## src/rtl/pckmb_pkg.sv

```systemverilog
// shared types and constants for the color keyed palette blit
`timescale 1ns / 1ps
package pckmb_pkg;

  localparam int AddrW       = 20;
  localparam int ColorW      = 8;
  localparam int IdxW        = 8;
  localparam int PalDepth    = 256;
  localparam int PalAddrW    = $clog2(PalDepth);
  localparam int KeyW        = 4;
  localparam int PosW        = 10;
  localparam int DimRegW     = 11;
  localparam int DataW       = 32;
  localparam int PaddrW      = 5;
  localparam int MaxDimDefault = 1024;

  localparam logic CmdLoad  = 1'b0;
  localparam logic CmdPixel = 1'b1;

  localparam logic [DimRegW-1:0] RectWidthRst  = 11'd1;
  localparam logic [DimRegW-1:0] RectHeightRst = 11'd1;
  localparam logic [DimRegW-1:0] DestStrideRst = 11'd1024;

  typedef enum logic [2:0] {
    REG_DEST_X      = 3'd0,
    REG_DEST_Y      = 3'd1,
    REG_RECT_WIDTH  = 3'd2,
    REG_RECT_HEIGHT = 3'd3,
    REG_DEST_STRIDE = 3'd4,
    REG_MIRROR      = 3'd5,
    REG_KEY_ENABLE  = 3'd6,
    REG_KEY_INDEX   = 3'd7
  } cfg_reg_e;

  typedef struct packed {
    logic [PosW-1:0]    dest_x;
    logic [PosW-1:0]    dest_y;
    logic [DimRegW-1:0] rect_width;
    logic [DimRegW-1:0] rect_height;
    logic [DimRegW-1:0] dest_stride;
    logic               mirror;
    logic               key_enable;
    logic [KeyW-1:0]    key_index;
  } cfg_t;

  typedef struct packed {
    logic pix_accept;
    logic advance;
  } pipe_ctrl_t;

  typedef struct packed {
    logic [AddrW-1:0] dest_address;
    logic             write_enable;
    logic             last;
  } pix_res_t;

endpackage

```

## src/rtl/pckmb_palette_mem.sv

```systemverilog
// palette table: one write port, one registered read port
`timescale 1ns / 1ps
module pckmb_palette_mem (
  input  logic                           clk_i,
  input  logic                           we_i,
  input  logic [pckmb_pkg::PalAddrW-1:0] waddr_i,
  input  logic [pckmb_pkg::ColorW-1:0]   wdata_i,
  input  logic                           re_i,
  input  logic [pckmb_pkg::PalAddrW-1:0] raddr_i,
  output logic [pckmb_pkg::ColorW-1:0]   rdata_o
);

  logic [pckmb_pkg::ColorW-1:0] mem [pckmb_pkg::PalDepth];
  logic [pckmb_pkg::ColorW-1:0] rdata_q;

  always_ff @(posedge clk_i) begin
    if (we_i) begin
      mem[waddr_i] <= wdata_i;
    end
  end

  // read data holds while no pixel is taken, so a stalled stage keeps its color
  always_ff @(posedge clk_i) begin
    if (re_i) begin
      rdata_q <= mem[raddr_i];
    end
  end

  assign rdata_o = rdata_q;

endmodule

```

## src/rtl/pckmb_addr_gen.sv

```systemverilog
// rectangle position counters and destination address stage
`timescale 1ns / 1ps
module pckmb_addr_gen #(
  parameter int MaxDim = pckmb_pkg::MaxDimDefault
) (
  input  logic                       clk_i,
  input  logic                       rst_ni,
  input  pckmb_pkg::cfg_t            cfg_i,
  input  pckmb_pkg::pipe_ctrl_t      ctrl_i,
  input  logic [pckmb_pkg::IdxW-1:0] pixel_index_i,
  output pckmb_pkg::pix_res_t        res_o
);

  localparam int AW   = pckmb_pkg::AddrW;
  localparam int CntW = $clog2(MaxDim);
  localparam int DimW = $clog2(MaxDim + 1);
  localparam int CmpW = (DimW > pckmb_pkg::DimRegW) ? DimW : pckmb_pkg::DimRegW;
  localparam int ProdW = pckmb_pkg::PosW + pckmb_pkg::DimRegW;

  logic [CntW-1:0]  col_q, col_d;
  logic [CntW-1:0]  row_q, row_d;
  logic [AW-1:0]    row_base_q, row_base_d;
  logic [AW-1:0]    top_q;
  logic [ProdW-1:0] top_prod;

  logic [AW-1:0] s1_dcol_q;
  logic [AW-1:0] s1_base_q;
  logic          s1_we_q;
  logic          s1_last_q;

  logic [CmpW-1:0] width_raw, height_raw, width_c, height_c;
  logic [AW-1:0]   col_ext, col_next, row_next, dcol;
  logic            col_end, row_end, last_d, we_d;

  assign width_raw  = CmpW'(cfg_i.rect_width);
  assign height_raw = CmpW'(cfg_i.rect_height);

  // zero counts as one, oversize saturates
  always_comb begin
    if (width_raw == '0) begin
      width_c = CmpW'(1);
    end else if (width_raw > CmpW'(MaxDim)) begin
      width_c = CmpW'(MaxDim);
    end else begin
      width_c = width_raw;
    end
    if (height_raw == '0) begin
      height_c = CmpW'(1);
    end else if (height_raw > CmpW'(MaxDim)) begin
      height_c = CmpW'(MaxDim);
    end else begin
      height_c = height_raw;
    end
  end

  assign col_ext  = AW'(col_q);
  assign col_next = col_ext + AW'(1);
  assign row_next = AW'(row_q) + AW'(1);
  assign col_end  = col_next >= AW'(width_c);
  assign row_end  = row_next >= AW'(height_c);
  // mirrored column wraps if the width shrank under the counter
  assign dcol     = cfg_i.mirror ? (AW'(width_c) - AW'(1) - col_ext) : col_ext;
  assign we_d     = !(cfg_i.key_enable &&
                      (pixel_index_i == pckmb_pkg::IdxW'(cfg_i.key_index)));

  always_comb begin
    col_d      = col_q;
    row_d      = row_q;
    row_base_d = row_base_q;
    last_d     = 1'b0;
    if (ctrl_i.pix_accept) begin
      if (col_end) begin
        col_d = '0;
        if (row_end) begin
          last_d     = 1'b1;
          row_d      = '0;
          row_base_d = '0;
        end else begin
          row_d      = CntW'(row_next);
          row_base_d = row_base_q + AW'(cfg_i.dest_stride);
        end
      end else begin
        col_d = CntW'(col_next);
      end
    end
  end

  assign top_prod = ProdW'(cfg_i.dest_y) * ProdW'(cfg_i.dest_stride);

  always_ff @(posedge clk_i or negedge rst_ni) begin
    if (!rst_ni) begin
      col_q      <= '0;
      row_q      <= '0;
      row_base_q <= '0;
      top_q      <= '0;
    end else begin
      col_q      <= col_d;
      row_q      <= row_d;
      row_base_q <= row_base_d;
      top_q      <= top_prod[AW-1:0];
    end
  end

  always_ff @(posedge clk_i) begin
    if (ctrl_i.pix_accept) begin
      s1_dcol_q <= dcol;
      s1_base_q <= row_base_q;
      s1_we_q   <= we_d;
      s1_last_q <= last_d;
    end
  end

  assign res_o.dest_address = top_q + s1_base_q + AW'(cfg_i.dest_x) + s1_dcol_q;
  assign res_o.write_enable = s1_we_q;
  assign res_o.last         = s1_last_q;

endmodule

```

## src/rtl/palette_color_key_mirror_blit.sv

```systemverilog
// top level: config registers, handshake, palette lookup and output register
// a pixel is accepted, reads the palette and forms its address in the
// next cycle, and its result then moves into the output register once that register is free
// throughput: one item per cycle unless out_ready_i stalls, set by the single palette read port and the counters
// palette loads give no result
// reset clears the position counters and valid flags and sets config register defaults; palette is unset
`timescale 1ns / 1ps
module palette_color_key_mirror_blit #(
  parameter int MaxDim = pckmb_pkg::MaxDimDefault
) (
  input  logic                          clk_i,
  input  logic                          rst_ni,
  input  logic                          psel,
  input  logic                          penable,
  input  logic                          pwrite,
  input  logic [pckmb_pkg::PaddrW-1:0]  paddr,
  input  logic [pckmb_pkg::DataW-1:0]   pwdata,
  output logic [pckmb_pkg::DataW-1:0]   prdata,
  output logic                          pready,
  input  logic                          in_valid_i,
  output logic                          in_ready_o,
  input  logic                          cmd_i,
  input  logic [pckmb_pkg::IdxW-1:0]    pixel_index_i,
  input  logic [pckmb_pkg::ColorW-1:0]  palette_value_i,
  output logic                          out_valid_o,
  input  logic                          out_ready_i,
  output logic [pckmb_pkg::AddrW-1:0]   dest_address_o,
  output logic [pckmb_pkg::ColorW-1:0]  color_o,
  output logic                          write_enable_o,
  output logic                          last_o
);

  localparam int DW = pckmb_pkg::DataW;

  pckmb_pkg::cfg_t       cfg_q, cfg_d;
  pckmb_pkg::cfg_reg_e   reg_sel;
  pckmb_pkg::pipe_ctrl_t ctrl;
  pckmb_pkg::pix_res_t   s1_res;

  logic cfg_wr;
  logic in_fire, pix_fire, load_fire;
  logic s1_valid_q, s1_valid_d, s1_adv;
  logic out_valid_q, out_valid_d;
  logic [pckmb_pkg::ColorW-1:0] s1_color;

  logic [pckmb_pkg::AddrW-1:0]  out_addr_q;
  logic [pckmb_pkg::ColorW-1:0] out_color_q;
  logic                         out_we_q;
  logic                         out_last_q;

  // config port
  assign pready  = 1'b1;
  assign cfg_wr  = psel && penable && pwrite;
  assign reg_sel = pckmb_pkg::cfg_reg_e'(paddr[4:2]);

  always_comb begin
    cfg_d = cfg_q;
    if (cfg_wr) begin
      unique case (reg_sel)
        pckmb_pkg::REG_DEST_X:      cfg_d.dest_x      = pwdata[pckmb_pkg::PosW-1:0];
        pckmb_pkg::REG_DEST_Y:      cfg_d.dest_y      = pwdata[pckmb_pkg::PosW-1:0];
        pckmb_pkg::REG_RECT_WIDTH:  cfg_d.rect_width  = pwdata[pckmb_pkg::DimRegW-1:0];
        pckmb_pkg::REG_RECT_HEIGHT: cfg_d.rect_height = pwdata[pckmb_pkg::DimRegW-1:0];
        pckmb_pkg::REG_DEST_STRIDE: cfg_d.dest_stride = pwdata[pckmb_pkg::DimRegW-1:0];
        pckmb_pkg::REG_MIRROR:      cfg_d.mirror      = pwdata[0];
        pckmb_pkg::REG_KEY_ENABLE:  cfg_d.key_enable  = pwdata[0];
        pckmb_pkg::REG_KEY_INDEX:   cfg_d.key_index   = pwdata[pckmb_pkg::KeyW-1:0];
        default:                    cfg_d = cfg_q;
      endcase
    end
  end

  always_comb begin
    unique case (reg_sel)
      pckmb_pkg::REG_DEST_X:      prdata = DW'(cfg_q.dest_x);
      pckmb_pkg::REG_DEST_Y:      prdata = DW'(cfg_q.dest_y);
      pckmb_pkg::REG_RECT_WIDTH:  prdata = DW'(cfg_q.rect_width);
      pckmb_pkg::REG_RECT_HEIGHT: prdata = DW'(cfg_q.rect_height);
      pckmb_pkg::REG_DEST_STRIDE: prdata = DW'(cfg_q.dest_stride);
      pckmb_pkg::REG_MIRROR:      prdata = DW'(cfg_q.mirror);
      pckmb_pkg::REG_KEY_ENABLE:  prdata = DW'(cfg_q.key_enable);
      pckmb_pkg::REG_KEY_INDEX:   prdata = DW'(cfg_q.key_index);
      default:                    prdata = '0;
    endcase
  end

  always_ff @(posedge clk_i or negedge rst_ni) begin
    if (!rst_ni) begin
      cfg_q.dest_x      <= '0;
      cfg_q.dest_y      <= '0;
      cfg_q.rect_width  <= pckmb_pkg::RectWidthRst;
      cfg_q.rect_height <= pckmb_pkg::RectHeightRst;
      cfg_q.dest_stride <= pckmb_pkg::DestStrideRst;
      cfg_q.mirror      <= 1'b0;
      cfg_q.key_enable  <= 1'b0;
      cfg_q.key_index   <= '0;
    end else begin
      cfg_q <= cfg_d;
    end
  end

  // pipeline handshake
  assign s1_adv     = s1_valid_q && (!out_valid_q || out_ready_i);
  assign in_ready_o = !s1_valid_q || s1_adv;
  assign in_fire    = in_valid_i && in_ready_o;
  assign pix_fire   = in_fire && (cmd_i == pckmb_pkg::CmdPixel);
  assign load_fire  = in_fire && (cmd_i == pckmb_pkg::CmdLoad);

  assign ctrl.pix_accept = pix_fire;
  assign ctrl.advance    = s1_adv;

  always_comb begin
    s1_valid_d = s1_valid_q;
    if (pix_fire) begin
      s1_valid_d = 1'b1;
    end else if (s1_adv) begin
      s1_valid_d = 1'b0;
    end
    out_valid_d = out_valid_q;
    if (s1_adv) begin
      out_valid_d = 1'b1;
    end else if (out_ready_i) begin
      out_valid_d = 1'b0;
    end
  end

  always_ff @(posedge clk_i or negedge rst_ni) begin
    if (!rst_ni) begin
      s1_valid_q  <= 1'b0;
      out_valid_q <= 1'b0;
    end else begin
      s1_valid_q  <= s1_valid_d;
      out_valid_q <= out_valid_d;
    end
  end

  pckmb_palette_mem u_palette (
    .clk_i   (clk_i),
    .we_i    (load_fire),
    .waddr_i (pixel_index_i),
    .wdata_i (palette_value_i),
    .re_i    (pix_fire),
    .raddr_i (pixel_index_i),
    .rdata_o (s1_color)
  );

  pckmb_addr_gen #(
    .MaxDim (MaxDim)
  ) u_addr_gen (
    .clk_i         (clk_i),
    .rst_ni        (rst_ni),
    .cfg_i         (cfg_q),
    .ctrl_i        (ctrl),
    .pixel_index_i (pixel_index_i),
    .res_o         (s1_res)
  );

  always_ff @(posedge clk_i) begin
    if (ctrl.advance) begin
      out_addr_q  <= s1_res.dest_address;
      out_color_q <= s1_color;
      out_we_q    <= s1_res.write_enable;
      out_last_q  <= s1_res.last;
    end
  end

  assign out_valid_o    = out_valid_q;
  assign dest_address_o = out_addr_q;
  assign color_o        = out_color_q;
  assign write_enable_o = out_we_q;
  assign last_o         = out_last_q;

  // a pixel transaction always lands in the lookup stage
  a_pix_to_s1: assert property (@(posedge clk_i) disable iff (!rst_ni)
    pix_fire |=> s1_valid_q)
    else $error("pixel accepted but lookup stage empty");

  // a palette load never creates a result
  a_load_no_result: assert property (@(posedge clk_i) disable iff (!rst_ni)
    (load_fire && !s1_valid_q) |=> !s1_valid_q)
    else $error("palette load produced a pending result");

  // output becomes valid only from a filled lookup stage
  a_out_from_s1: assert property (@(posedge clk_i) disable iff (!rst_ni)
    $rose(out_valid_o) |-> $past(s1_valid_q))
    else $error("output valid without a source pixel");

  // lookup stage is never stuck when the output side is free
  a_s1_drains: assert property (@(posedge clk_i) disable iff (!rst_ni)
    (s1_valid_q && !out_valid_q) |-> in_ready_o)
    else $error("input blocked while output register is empty");

endmodule
```

## config.mk

```make
export PLATFORM = sky130hd
export DESIGN_NAME = palette_color_key_mirror_blit
export DESIGN_NICKNAME = d
export VERILOG_FILES = /design/src/rtl/pckmb_pkg.sv /design/src/rtl/pckmb_palette_mem.sv /design/src/rtl/pckmb_addr_gen.sv /design/src/rtl/palette_color_key_mirror_blit.sv
export SDC_FILE = /design/constraint.sdc
export NUM_CORES = 2
export LEC_CHECK = 0
export BUFFER_PORTS_ARGS = -buffer_cell sky130_fd_sc_hd__buf_2
export CAP_MARGIN = 5
export CORE_UTILIZATION = 40
export DETAILED_ROUTE_END_ITERATION = 16
export GPL_TIMING_DRIVEN = 0
export PLACE_DENSITY = 0.66
export SKIP_LAST_GASP = 1
export SLEW_MARGIN = 20
export SYNTH_ARGS = -nofsm -noshare
export SYNTH_HDL_FRONTEND = slang
export SYNTH_SLANG_ARGS = --single-unit
```

## constraint.sdc

```tcl
create_clock -name clk_i -period 16.2 [get_ports clk_i]
set_input_delay 1.62 -clock clk_i [delete_from_list [all_inputs] [get_ports clk_i]]
set_output_delay 1.62 -clock clk_i [all_outputs]
set_load 0.03 [all_outputs]
```

# After elaboration in Yosys (flattened, before gate mapping)
# Memories as Yosys holds them, arrays and structs flattened. A register that Yosys moved wholly into a read port is not among the register bits.
# Cells that the tools add are included.
[op_classes] addsub=8 mul=1 magnitude_cmp=4 n_eq_ne=8 mux=16 bitwise=1 n_reduce_logical=26
[ops] cell="32-bit one-hot mux with 8 select lines" count=1
[ops] cell="11-bit 2-to-1 mux" count=4
[ops] cell="20-bit adder" count=2
[ops] cell="20-bit by 11-bit >= comparator with 1-bit output" count=2
[ops] cell="10-bit 2-to-1 mux" count=3
[ops] cell="10-bit by 1-bit adder with 11-bit output, second input constant" count=2
[ops] cell="11-bit > comparator, second input constant" count=2
[ops] cell="11-bit zero test" count=2
[ops] cell="20-bit by 10-bit adder with 20-bit output" count=1
[ops] cell="20-bit by 11-bit adder with 20-bit output" count=1
[ops] cell="10-bit by 11-bit multiplier with 20-bit output" count=1
[ops] cell="20-bit 2-to-1 mux" count=1
[ops] cell="20-bit by 10-bit subtractor with 20-bit output" count=1
[ops] cell="2-bit AND reduction" count=9
[ops] cell="3-bit equality test, second input constant" count=4
[ops] cell="11-bit by 1-bit subtractor with 12-bit output, second input constant" count=1
[ops] cell="8-bit by 4-bit equality test with 1-bit output" count=1
[ops] cell="1-bit logical AND" count=7
[ops] cell="1-bit 2-to-1 mux" count=7
[ops] cell="3-bit by 2-bit equality test with 1-bit output, second input constant" count=2
[ops] cell="2-bit nonzero test" count=2
[ops] cell="3-bit by 1-bit equality test with 1-bit output, second input constant" count=1
[ops] cell="1-bit zero test" count=3
[ops] cell="3-bit zero test" count=1
[ops] cell="2 further kinds" count=3
[word_totals] reg_bits=193 ramBits=2048 input_bits=61 output_inout_bits=65 word_cells=88 n_memories=1
[mem_list] memory="u_palette.mem" words=256 width=8 rd=1 rd_clocked_by_memory_dff=1 write_ports=1 line_no="pckmb_palette_mem.sv:13" rtl="logic [pckmb_pkg::ColorW-1:0] mem [pckmb_pkg::PalDepth];"

# Longest topological paths before layout
[logic_depth] word_depth=8 depth_mapped=21 depth_no_buf=20

# Cells and area by module
# Synthesis repeated with hierarchy kept, for this count alone.
[unflattened] hier_cells=5096 hier_area_um2=94162.8
[modules_own_cells] mod="pckmb_palette_mem" instances=1 cells_each=3733 area_per_inst_um2=79636.4 seq_area_each_um2=61739.2
[modules_own_cells] mod="pckmb_addr_gen" instances=1 cells_each=1105 area_per_inst_um2=10588.9 seq_area_each_um2=2552.4
[modules_own_cells] mod="palette_color_key_mirror_blit" instances=1 cells_each=258 area_per_inst_um2=3937.5 seq_area_each_um2=2431.1

# Least setup slack after synthesis
# No wires, ideal clock.
[synth_path] kind="reg2reg" startpoint="reg cfg_q[13] in the netlist's numbering" endpoint="reg u_addr_gen.top_q[18]" setup_ns=0.080 t_arrival_ns=5.200 required_ns=16.120 setup_slack_ns=10.920 stages_incl_launch_ff=20 path_cell_list="dfrtp_1 > clkbuf_1 > nand2_1 > fa_1 > inv_1 > fa_1 > inv_1 > fa_1 > inv_1 > fa_1 > inv_1 > fa_1 > inv_1 > ha_1 > o41a_1 > a41o_1 > o41ai_1 > o2111ai_1 > a21oi_1 > xnor2_1"
[synth_via] elab_chain_cells=1
[synth_rtl] item="start: declaration" line_no="palette_color_key_mirror_blit.sv:35" rtl="pckmb_pkg::cfg_t cfg_q, cfg_d;"
[synth_rtl] item="start signal: assignment" line_no="palette_color_key_mirror_blit.sv:98" rtl="cfg_q <= cfg_d;"
[synth_rtl] item="10-bit by 11-bit multiplier with 20-bit output" line_no="pckmb_addr_gen.sv:88" rtl="assign top_prod = ProdW'(cfg_i.dest_y) * ProdW'(cfg_i.dest_stride);"
[synth_rtl] item="via u_addr_gen.top_prod[18]" line_no="pckmb_addr_gen.sv:24" rtl="logic [ProdW-1:0] top_prod;"
[synth_rtl] item="end signal: assignment" line_no="pckmb_addr_gen.sv:100" rtl="top_q <= top_prod[AW-1:0];"
[synth_rtl] item="end: declaration" line_no="pckmb_addr_gen.sv:23" rtl="logic [AW-1:0] top_q;"
# The timed path passes the listed nets, and every way through them passes these cells.
# A chain may end at the register's enable or synchronous reset.

# Worst setup path in the final report
[layout_path] startpoint="in pixel_index_i[1] in the netlist's numbering" endpoint="mem u_palette.mem[123][7] in the netlist's numbering, enable pin"
[layout_rtl] item="start: declaration" line_no="palette_color_key_mirror_blit.sv:23" rtl="input logic [pckmb_pkg::IdxW-1:0] pixel_index_i,"
[layout_rtl] item="end: declaration" line_no="pckmb_palette_mem.sv:13"
# Straight into the memory's write port.

==> summary.txt <==
Pwr
  • Leak Pwr: 35.2 nW
  • Power Total: 14.0 mW
  • Worst vdd ir: 104 µV
  • P per Cell Area: 131 nW/µm²

CTS
  • CTS H-tree depth: 4
  • Setup Buffers After CTS: 0
  • Clock latency on the worst-skew pair: 0.90 ns
  • Clock-pin slew on the worst setup and hold paths: 0.06 ns
  • CTS Sinks: 2249
  • Hold-fix buffers, CTS: 0
  • Clock root buffer: clkbuf_16
  • Clk buf depth: 3
  • CTS tree: done
  • Post-CTS resize count: 0
  • TritonCTS Buffers: 213

Placed design
  • Port Buffers: 71
  • GPL Wtd Cong: 0.979
  • Hpwl dp: 213 mm
  • Dpl cells: 8042

Synth
  • Yosys warning total: 0
  • Synth Cell Area: 93900 µm²
  • Synth Register Bits: 2249
  • Ys flop type: edfxtp_1
  • Seq/Total Area, Yosys: 0.713
  • Syn Inst Count: 4756
  • Syn Area/Cell: 19.7 µm²
  • Ys async rst share: 0.0538
  • Number of enable flip-flop cells after synthesis: 2128
  • Netlist cell types: 69

Die
  • Die area: 237000 µm²
  • Initial Util: 0.403
  • I/O Pins: 126
  • Core footprint: 233000 µm²
  • Row cnt: 177
  • Die Wd: 486 µm
  • DIE HEIGHT: 486 µm

GRT
  • Global route overflow: 0
  • Antenna violations before repair: 22
  • First-pass GRT wire length: 424 mm
  • Vias in the first global route: 50.1k
  • Total track usage: 0.266
  • Pin count of the biggest net entering global routing: 135

Detailed routing
  • Avg WL per Cell: 37.4 µm
  • Vias/cell: 6.17
  • DRT Pass-1 Iters: 9
  • Total number of vias: 52.1k
  • Final wirelength: 315 mm
  • Antenna Nets Post-Route: 0
  • DRC: 0
  • Initial drt markers: 8682

Worst setup path
  • WP data required: 16.67 ns
  • Worst Setup End Kind: register
  • Crit-path max FO: 10
  • Most used cell, CP: buf_2
  • Worst-path cell chain: buf_2, buf_2, buf_2, clkbuf_1, buf_2, nand3_1, or3_1, clkbuf_2, nor2_1
  • Startpoint types: input port
  • Crit Path Class: input port to register
  • Max stage delay on crit path: 1.00 ns
  • Crit path DAT: 8.01 ns
  • CP max stage cell: nand3_1

Timing
  • Final Skew: 0.0728 ns
  • Slew @ Worst Pin: 1.26 ns
  • Tmin final: 7.53 ns
  • Max-slew headroom: 0.159
  • Hold Fails Final Rpt: 0
  • TNS Setup: 0 ns
  • Final period util: 0.465
  • Final setup viols: 0
  • Slew Viols, Final: 0
  • F_max: 0.133 GHz
  • RSZ-0062 raised after global routing: no
  • Fin Hold WS: 0.418 ns

Layout
  • Final Net Count: 5413
  • Most frequent cells in the layout: edfxtp_1, mux4_2, nor2_1
  • Synthesis-to-finish area growth: 13.9%
  • Final Util: 0.459
  • Finished Layout Cells: 8441
  • Commonest non-fill, non-tap cell in the layout: edfxtp_1
  • Layout cells sized above 1: 0.250

Run
  • Number of max-cap violations: 0

Min path
  • Hold Crit Class: register to register

Run status
  • Status: finished clean
==> stage by stage <==
stage	area, µm²	setup WS, ns
after floorplan	93900	10.92
after global placement	98200	6.44
after detailed placement	100000	8.25
after CTS	107000	9.13
after global routing	107000	9.06
final	107000	8.67
==> worst max-delay path: cells and delay by family <==
kind | cells | cell delay (ns)
simple gates | 3 | 2.70
buf+inv | 6 | 3.56
==> flip-flops by register name, indices dropped and copies added, names as in the netlist <==
register	count
cfg_q	59
color_o	8
dest_address_o	20
last_o	1
out_valid_o	1
s1_valid_q	1
u_addr_gen.col_q	10
u_addr_gen.row_base_q	20
u_addr_gen.row_q	10
u_addr_gen.s1_base_q	20
u_addr_gen.s1_dcol_q	20
u_addr_gen.s1_last_q	1
u_addr_gen.s1_we_q	1
u_addr_gen.top_q	20
u_palette.mem	2048
u_palette.rdata_o	8
write_enable_o	1
==> final cells by class <==
class                           instances  area, µm²
Inverter                              111        417
Buffer                                261       1400
Multi-Input combinational cell       2155      25300
Clock inverter                        120       1310
Sequential cell                      2249      66900
Fill cell                           19400     126000
Clock buffer                          271       5570
Timing Repair Buffer                  135       2030
Antenna cell                            7       17.5
Tap cell                             3132       3920
==> cells in the mapped netlist (9+ instances only) <==
| cell type | instances | area share |
|---|---|---|
| xor2_1 | 19 | 0.0018 |
| buf_2 | 58 | 0.0031 |
| edfxtp_1 | 2128 | 0.68 |
| mux2i_1 | 52 | 0.0055 |
| o21ai_0 | 53 | 0.0028 |
| xnor2_1 | 55 | 0.0051 |
| a21o_1 | 23 | 0.0018 |
| or3_1 | 16 | 0.0011 |
| a22o_1 | 35 | 0.0033 |
| nor3_1 | 42 | 0.0022 |
| dfrtp_1 | 118 | 0.031 |
| nand2_1 | 180 | 0.0072 |
| nand2b_1 | 16 | 0.0011 |
| mux2_2 | 61 | 0.0073 |
| fa_1 | 100 | 0.021 |
| and2_1 | 73 | 0.0049 |
| and3_1 | 12 | 0.00080 |
| o21a_1 | 11 | 0.00088 |
| nor2_1 | 353 | 0.014 |
| buf_6 | 13 | 0.0016 |
| a22oi_1 | 28 | 0.0022 |
| clkbuf_1 | 134 | 0.0054 |
| nand4_1 | 17 | 0.0011 |
| ha_1 | 126 | 0.017 |
| a21oi_1 | 43 | 0.0023 |
| mux4_2 | 630 | 0.15 |
| buf_4 | 40 | 0.0032 |
| inv_1 | 110 | 0.0044 |
| o22ai_1 | 14 | 0.00093 |
| buf_1 | 16 | 0.00064 |
| nor2b_1 | 18 | 0.0012 |
| a2111oi_0 | 9 | 0.00084 |
| nand3_1 | 57 | 0.0030 |
==> logic make-up (layout without fill, tap and decap cells) <==
family,Yosys count,count (layout),share of synthesized area
adders and majority gates,226,226,0.0381
buffers and inverters,372,898,0.0183
DFF,2249,2249,0.713
xor gates and xnor gates,74,74,0.00690
and+or+nand+nor,805,805,0.0383
AOI/OAI and AO/OA,285,285,0.0212
other,2,29,0.0000800
muxes,743,743,0.164
==> where the power goes <==
part	internal [mW]	switching, mW	leakage [nW]
clock network	2.72	2.27	3.30
logic	0.887	1.42	11.2
registers	6.54	0.118	20.7
==> path summary, 6_finish.rpt <==
kind / startpoint / to / slack, ns / cells past startpoint
min in group asynchronous: rst_ni / cfg_q[11] / 0.71 / 1
worst min register to register: u_addr_gen.s1_last_q / last_o / 0.42 / 0
worst max-delay path: pixel_index_i[1] / u_palette.mem[123][7] / 8.67 / 9
worst min-delay path: u_addr_gen.s1_last_q / last_o / 0.42 / 0
max in group asynchronous: rst_ni / u_addr_gen.row_base_q[14] / 14.82 / 2
worst max register to register: cfg_q[13] / u_addr_gen.top_q[18] / 9.92 / 19
==> per-layer routing <==
metal  vias to the layer above  GRT usage  routed length [µm]
met5                         -    0.00408                 203
met4                        12      0.139               19300
met3                       751     0.0842               42100
met2                      3885      0.400              142000
met1                     27557      0.345              112000
li1                      19914          -                   -
(Power assumes the default switching activity.)
